`src/rtl/dege_pkg.sv`:
```
// dege_pkg: shared widths, codes and word types of the gene recombination block
`default_nettype none

package dege_pkg;

    localparam int GENE_BITS = 32;
    localparam int DRAW_W    = 16;
    localparam int WEIGHT_W  = 16;
    localparam int RATE_W    = 17;
    localparam int F_FRAC    = 14;
    localparam int CFG_W     = (GENE_BITS > RATE_W) ? GENE_BITS : RATE_W;
    localparam int CFG_IDX_W = 3;

    localparam int MAG_W  = GENE_BITS + 1;
    localparam int PROD_W = MAG_W + WEIGHT_W;
    localparam int Q_W    = PROD_W - F_FRAC;
    localparam int S_W    = Q_W + 1;

    typedef logic signed [GENE_BITS-1:0] t_gene;
    typedef logic [DRAW_W-1:0]           t_draw;

    typedef enum logic [1:0] {
        MODE_DE,
        MODE_ADE,
        MODE_REVDE,
        MODE_DEX3
    } t_mode;

    localparam logic [CFG_IDX_W-1:0] CFG_MODE    = CFG_IDX_W'(0);
    localparam logic [CFG_IDX_W-1:0] CFG_WEIGHT  = CFG_IDX_W'(1);
    localparam logic [CFG_IDX_W-1:0] CFG_RATE    = CFG_IDX_W'(2);
    localparam logic [CFG_IDX_W-1:0] CFG_FLOOR   = CFG_IDX_W'(3);
    localparam logic [CFG_IDX_W-1:0] CFG_CEILING = CFG_IDX_W'(4);

    localparam logic [WEIGHT_W-1:0] WEIGHT_RST  = WEIGHT_W'(8192);
    localparam logic [RATE_W-1:0]   RATE_RST    = RATE_W'(58982);
    localparam t_gene               FLOOR_RST   = t_gene'(-65536);
    localparam t_gene               CEILING_RST = t_gene'(65536);

    typedef struct packed {
        t_gene parent_a;
        t_gene parent_b;
        t_gene parent_c;
        t_gene parent_d;
        t_gene parent_e;
        t_gene parent_f;
        t_gene parent_g;
        t_draw draw_one;
        t_draw draw_two;
        t_draw draw_three;
    } t_in_word;

    typedef struct packed {
        t_gene child_one;
        t_gene child_two;
        t_gene child_three;
    } t_out_word;

    // word plus the mutants already made, carried alongside a mutation unit
    typedef struct packed {
        t_in_word word;
        t_gene    m1;
        t_gene    m2;
    } t_side;

endpackage

`default_nettype wire

```
`src/rtl/dege_mutate.sv`:
```
// dege_mutate: five-stage mutation unit, base + F*(x - y) rounded and clamped
`default_nettype none

module dege_mutate (
    input  wire logic                              i_clk,
    input  wire logic                              i_rst_n,
    input  wire logic                              i_valid,
    output logic                                   o_ready,
    input  wire dege_pkg::t_gene                   i_base,
    input  wire dege_pkg::t_gene                   i_x,
    input  wire dege_pkg::t_gene                   i_y,
    input  wire dege_pkg::t_side                   i_side,
    output logic                                   o_valid,
    input  wire logic                              i_ready,
    output dege_pkg::t_gene                        o_mutant,
    output dege_pkg::t_side                        o_side,
    input  wire logic [dege_pkg::WEIGHT_W-1:0]     i_weight,
    input  wire dege_pkg::t_gene                   i_floor,
    input  wire dege_pkg::t_gene                   i_ceiling
);

    localparam int G = dege_pkg::GENE_BITS;
    localparam int N = 5;

    logic [N-1:0]                         r_v;
    logic [N-1:0]                         w_en;
    dege_pkg::t_side                      r_side [N];
    dege_pkg::t_gene                      r_base [N-2];

    logic signed [dege_pkg::MAG_W-1:0]    r_d;
    logic        [dege_pkg::MAG_W-1:0]    r_mag;
    logic                                 r_neg2;
    logic        [dege_pkg::Q_W-1:0]      r_q;
    logic                                 r_neg3;
    logic signed [dege_pkg::S_W-1:0]      r_s;
    dege_pkg::t_gene                      r_mut;

    logic signed [dege_pkg::MAG_W-1:0]    n_d;
    logic        [dege_pkg::MAG_W-1:0]    n_mag;
    logic        [dege_pkg::PROD_W-1:0]   n_prod;
    logic signed [dege_pkg::S_W-1:0]      n_sq;
    logic signed [dege_pkg::S_W-1:0]      n_s;
    logic signed [dege_pkg::S_W-1:0]      w_floor;
    logic signed [dege_pkg::S_W-1:0]      w_ceil;
    logic signed [dege_pkg::S_W-1:0]      w_lo;
    logic signed [dege_pkg::S_W-1:0]      w_cl;

    always_comb begin
        w_en[N-1] = !r_v[N-1] || i_ready;
        for (int k = N - 2; k >= 0; k--) begin
            w_en[k] = !r_v[k] || w_en[k+1];
        end
    end

    assign o_ready  = w_en[0];
    assign o_valid  = r_v[N-1];
    assign o_mutant = r_mut;
    assign o_side   = r_side[N-1];

    // difference, magnitude, scaled product, signed sum, clamp
    assign n_d   = $signed({i_x[G-1], i_x}) - $signed({i_y[G-1], i_y});
    assign n_mag = r_d[dege_pkg::MAG_W-1] ? dege_pkg::MAG_W'(-r_d) : dege_pkg::MAG_W'(r_d);
    assign n_prod = dege_pkg::PROD_W'(r_mag) * dege_pkg::PROD_W'(i_weight)
                  + dege_pkg::PROD_W'(1 << (dege_pkg::F_FRAC - 1));
    assign n_sq  = r_neg3 ? -$signed({1'b0, r_q}) : $signed({1'b0, r_q});
    assign n_s   = $signed({{(dege_pkg::S_W-G){r_base[2][G-1]}}, r_base[2]}) + n_sq;

    assign w_floor = $signed({{(dege_pkg::S_W-G){i_floor[G-1]}}, i_floor});
    assign w_ceil  = $signed({{(dege_pkg::S_W-G){i_ceiling[G-1]}}, i_ceiling});
    assign w_lo    = (r_s < w_floor) ? w_floor : r_s;
    assign w_cl    = (w_lo > w_ceil) ? w_ceil : w_lo;

    always_ff @(posedge i_clk) begin
        if (!i_rst_n) begin
            r_v <= '0;
        end else begin
            if (w_en[0]) r_v[0] <= i_valid;
            for (int k = 1; k < N; k++) begin
                if (w_en[k]) r_v[k] <= r_v[k-1];
            end
        end
    end

    always_ff @(posedge i_clk) begin
        if (w_en[0]) begin
            r_side[0] <= i_side;
            r_base[0] <= i_base;
            r_d       <= n_d;
        end
        if (w_en[1]) begin
            r_side[1] <= r_side[0];
            r_base[1] <= r_base[0];
            r_mag     <= n_mag;
            r_neg2    <= r_d[dege_pkg::MAG_W-1];
        end
        if (w_en[2]) begin
            r_side[2] <= r_side[1];
            r_base[2] <= r_base[1];
            r_q       <= n_prod[dege_pkg::PROD_W-1:dege_pkg::F_FRAC];
            r_neg3    <= r_neg2;
        end
        if (w_en[3]) begin
            r_side[3] <= r_side[2];
            r_s       <= n_s;
        end
        if (w_en[4]) begin
            r_side[4] <= r_side[3];
            r_mut     <= w_cl[G-1:0];
        end
    end

endmodule

`default_nettype wire
```
`config.mk`:
```
export PLATFORM = sky130hd
export DESIGN_NAME = dege_mutate
export DESIGN_NICKNAME = d
export VERILOG_FILES = /design/src/rtl/dege_pkg.sv /design/src/rtl/dege_mutate.sv
export SDC_FILE = /design/constraint.sdc
export NUM_CORES = 2
export LEC_CHECK = 0
export BUFFER_PORTS_ARGS = -buffer_cell sky130_fd_sc_hd__buf_4
export CORE_UTILIZATION = 45
export DETAILED_ROUTE_END_ITERATION = 6
export GPL_TIMING_DRIVEN = 0
export PLACE_DENSITY = 0.61
export SYNTH_ARGS = -nofsm -noshare
export SYNTH_HDL_FRONTEND = slang
export SYNTH_SLANG_ARGS = --single-unit
```
`constraint.sdc`:
```
create_clock -name i_clk -period 19.75 [get_ports i_clk]
set_input_delay 3.95 -clock i_clk [delete_from_list [all_inputs] [get_ports i_clk]]
set_output_delay 3.95 -clock i_clk [all_outputs]
set_load 0.03 [all_outputs]
```
---- After elaboration in Yosys (flattened, before gate mapping) ----
Memory sizes are Yosys's and may differ from the RTL's.
Index checks and enable logic that the tools add are counted.
storage, ports and cells
  word-level logic and storage cells ...... 47
  input port bits ......................... 516
  memories kept ........................... 2
  bits in registers ....................... 176
  memory bits (writable) .................. 1776
memory list
  memory  depth  bits a word  rd ports  clocked after Yosys merged registers in  write ports  RTL line           text
  r_side  5      336          5         0                                        5            dege_mutate.sv:27  dege_pkg::t_side r_side [N];
  r_base  3      32           3         0                                        3            dege_mutate.sv:28  dege_pkg::t_gene r_base [N-2];
operators by class
  muxes and demuxes ....................... 14
  magnitude comparators ................... 2
  $mul .................................... 1
  reduce and logical (&&, ||, !) cells .... 10
  add/sub/neg operators ................... 5
operator list
  kind                      count
  $mux W36                  2
  $mux W32                  2
  $add A49 B14 Y49 const B  1
  $mul A33 B16 Y49          1
  $add A32 B36 Y36          1
  $gt A36 B32 Y1            1
  $lt A36 B32 Y1            1
  $neg A35 Y36              1
  $neg A33 Y33              1
  $sub A32 B32 Y33          1
  $mux W1                   10
  $logic_not A1 Y1          5
  $logic_or A1 B1 Y1        5

---- Depth between registers and ports, before layout ----
  depth in word-level cells ............... 8
  depth in mapped cells ................... 24
  mapped depth without buffers ............ 23

---- Least setup slack after synthesis ----
Ideal clock, no wire load.
  kind .................................... input port to flip-flop
  start point ............................. input port i_ready
  end point ............................... memory r_base[0][0] (netlist name), enable pin
  path buffers ............................ 0
  slack ................................... 2263 ps
  arrival time ............................ 13478 ps
  stages on the path ...................... 3
  data required time ...................... 15741 ps
  cells stage by stage .................... nor2b_1 > and3_1 > nand3_1
RTL lines
  item         RTL line           text
  from (decl)  dege_mutate.sv:14  input wire logic i_ready,
  to (decl)    dege_mutate.sv:28

---- Final worst setup path ----
  start point ............................. input port i_weight[1] (netlist name)
  end point ............................... register r_q[34] (netlist name) (data pin)
between the ends
  cells in the longest elaborated chain, start to end .. 2
ends and longest elaborated chain
  item                  RTL line           text
  from (decl)           dege_mutate.sv:17  input wire logic [dege_pkg::WEIGHT_W-1:0] i_weight,
  $mul A33 B16 Y49      dege_mutate.sv:63  assign n_prod = dege_pkg::PROD_W'(r_mag) * dege_pkg::PROD_W'(i_weight)
  $add A49 B14 Y49      dege_mutate.sv:64  + dege_pkg::PROD_W'(1 << (dege_pkg::F_FRAC - 1));
  net n_prod (one bit)  dege_mutate.sv:40  logic [dege_pkg::PROD_W-1:0] n_prod;
  to (signal assigned)  dege_mutate.sv:99  r_q <= n_prod[dege_pkg::PROD_W-1:dege_pkg::F_FRAC];
  to (decl)             dege_mutate.sv:33  logic [dege_pkg::Q_W-1:0] r_q;
The timed path passes the listed nets, and every way through them passes these cells.
A chain may end at the register's enable or synchronous reset.

==> run summary <==
Number of flops mapped to enable cells by yosys -> 1947
Detailed Route WL -> 202 mm
Initial antenna violation count -> 56
Crit path kind -> input port to flop
Synth Instances -> 5239
Worst Max-Slew Pin Slew -> 1.07 ns
Post_cts resized -> 0
Synth area leaders -> edfxtp_1, fa_1, ha_1, buf_4, inv_1
Total GRT Usage -> 0.211
Slew Limit Fails -> 0
Clock Sinks -> 1952
CP cell instances -> buf_4 -> clkbuf_1 -> nand2_1 -> fa_1 -> fa_1 -> fa_1 -> inv_1 -> ha_1 -> fa_1 -> inv_1 -> fa_1 -> inv_1 -> ha_1 -> o211ai_1 -> a21oi_1 -> nand2_1 -> a2111oi_0 -> o2111ai_1 -> and3b_1 -> o31ai_1 -> a2111oi_0 -> nor3b_1
I/O Pins -> 886
Tcrit/Tclk final -> 0.564
Via density -> 4.82
Worst Skew -> 0.0630 ns
Max Root-Sink Buffers -> 3
Drt wl/cell -> 22.4 microns
Outcome -> finished, violations left
Rows -> 159
Syn Std Cell Area -> 85100 sq um
Non-Filler Instances -> 9024
Clk_lat worst skew -> 0.84 ns
CTS Buf Count -> 193
NumNets Final -> 7582
Mapped Nets -> 6474
Cts hold-fix bufs -> 0
Min Tclk post-route -> 11.13 ns
Failing checks -> DRC
CTS tree -> done
Max_cap viols -> 0
Placed Cells -> 8647
Initial Utilization -> 0.453
RSZ-0062 raised after global routing -> false
Post-synthesis sequential area ratio -> 0.688
Final setup viols -> 0
Ys Warns -> 0
Synthesized area per cell -> 16.3 sq um
Fmax -> 0.0898 GHz
Asr flop ratio synth -> 0
Slowest CP cell -> a2111oi_0
Critical Path Max Stage Delay -> 0.98 ns
Root Driver -> clkbuf_16
Crit path launch type -> input port
Yosys cell types -> 65
Die Area -> 191000 sq um
Arrival time at the worst endpoint -> 11.79 ns
Core ar. -> 188000 sq um
HP Class -> flop to flop
Gpl congestion -> 0.903
Post-route cell area -> 102000 sq um
Post-synth top area share -> 0.687
Cell Area, Placed -> 95700 sq um
Clock-pin slew on the worst setup and hold paths -> 0.06 ns
Vias in the first global route -> 44100
Synth area leader -> edfxtp_1
Vias -> 43500
Share of cells above drive strength 1 -> 0.248
Synth Register Bits -> 1952
H-tree depth -> 4
Gr ovfl total -> 0
Detailed Place HPWL -> 153 mm
Area Growth Syn to Fin -> 20.0%
Width of the die -> 437 microns
TritonRoute pass-1 iters -> 7
CP required -> 20.41 ns
Die H -> 437 microns
Post-route setup TNS -> 0 ns
PortBufs -> 885
Ys flop type -> edfxtp_1
Final Hold Vio Count -> 0
# Post-CTS Setup Buffers -> 0
Slew HR -> 0.265
Worst path most repeated cell -> fa_1
Largest net degree at the start of global routing -> 112
FILL cells -> 15200
Initial DRC count -> 2805
Final ANT Viol Nets -> 0
Global-route wire length before repair -> 291 mm
CP Max Fanout -> 10
Critical path endpoint category -> flop
DR DRC count -> 240
==> worst max-delay path: cells and delay by family <==
kind	cells	cell delay (ns)
buffers and inverters	5	0.95
AND/OR/NAND/NOR	4	0.90
adder cells (fa/ha/maj)	7	3.13
AO/OA/AOI/OAI	6	2.85
==> placed cells by master, fill, tap and decap left out, drive strengths merged, types with 17 or more instances in the layout <==
cell type	count
mux2	60
nand3	25
buf	1252
nor2b	25
diode	19
bufinv	22
xnor2	130
edfxtp	1947
inv	659
nand4	24
o31ai	25
a21oi	109
fa	434
a21o	71
o21ai	88
or3	20
nor2	79
ha	285
nor3	17
xor2	25
clkbuf	330
clkinv	87
o21a	18
nand2	354
and2	242
==> layer usage <==
layer / GRT usage / vias up / wire length [microns]
met3: 0.0387 / 316 / 11200
li1: - / 20200 / -
met1: 0.254 / 21800 / 78300
met2: 0.374 / 1179 / 106000
met5: 0 / - / 174
met4: 0.0786 / 24 / 6220
==> cells in the mapped netlist (all sizes together) (3+ instances only) <==
master and count:
a41oi 3, clkbuf 102, mux2i 5, nor3b 3, nor2 79, or2 11
edfxtp 1947, nor3 17, o31a 3, or3 20, nor4 4, mux2 60
and2 242, dfxtp 5, a2111oi 6, a31oi 8, or4 11, a211oi 11
xnor2 130, a21o 71, a21boi 3, a21oi 109, o2111ai 3, o211ai 11
inv 648, nand2 354, o21bai 12, o21a 18, a31o 3, and3 15
nand2b 15, nand4 24, nand3 25, xor2 25, a2111o 3, o41ai 8
fa 434, ha 285, buf 339, nor2b 25, a211o 5, o21ai 88
o31ai 25
==> final timing paths <==
kind,start,endpoint,slack (ns),depth (start not counted)
worst max-delay path,i_weight[1],r_q[34],8.62,22
worst min-delay path,r_side[0][447],r_side[0][783],0.38,0
worst max register to register,r_mag[7],r_q[34],11.39,21
worst min register to register,r_side[0][447],r_side[0][783],0.38,0
==> logic make-up (layout without fill, tap and decap cells) <==
family / count (synthesis) / in the layout / synth area share
DFF: 1952 / 1952 / 0.688
buffers and inverters: 1089 / 2360 / 0.0628
and+or+nand+nor: 856 / 856 / 0.0502
adders and majority gates: 719 / 719 / 0.144
AOI/OAI and AO/OA: 403 / 403 / 0.0307
xor gates and xnor gates: 155 / 155 / 0.0159
muxes: 65 / 65 / 0.00852
other: 0 / 19 / 0
==> area by class of cell <==
type	count	area (sq um)	share of cell area
flip-flops and latches	1952	58600	0.573
multi-input cells	2198	21300	0.208
repair buffers	913	7410	0.0726
clock buffers	228	4990	0.0488
well taps	2495	3120	0.0305
plain buffers	441	2920	0.0286
inverters	648	2450	0.0239
clock inverters	130	1420	0.0139
diodes	19	47.5	0.000465
==> metrics by stage <==
stage / utilization / worst slack (ns) / hold WS, ns
after CTS: 0.544 / 8.48 / 0.372
final: 0.544 / 8.62 / 0.376
after floorplan: - / 2.26 / 0.400
after global routing: 0.544 / 8.04 / 0.385
after global placement: 0.505 / -8.90 / 0.400
after detailed placement: 0.510 / 7.62 / 0.405
==> flip-flops by register name, indices dropped and copies added (netlist names) <==
signal	cells
r_d	33
r_neg2	1
r_side	1680
r_v	5
r_s	36
r_neg3	1
o_mutant	32
r_mag	33
r_base	96
r_q	35
Power is left out: the tool's default activity adds up to more than one toggle a clock period on the data nets, which glitch-free logic cannot reach.
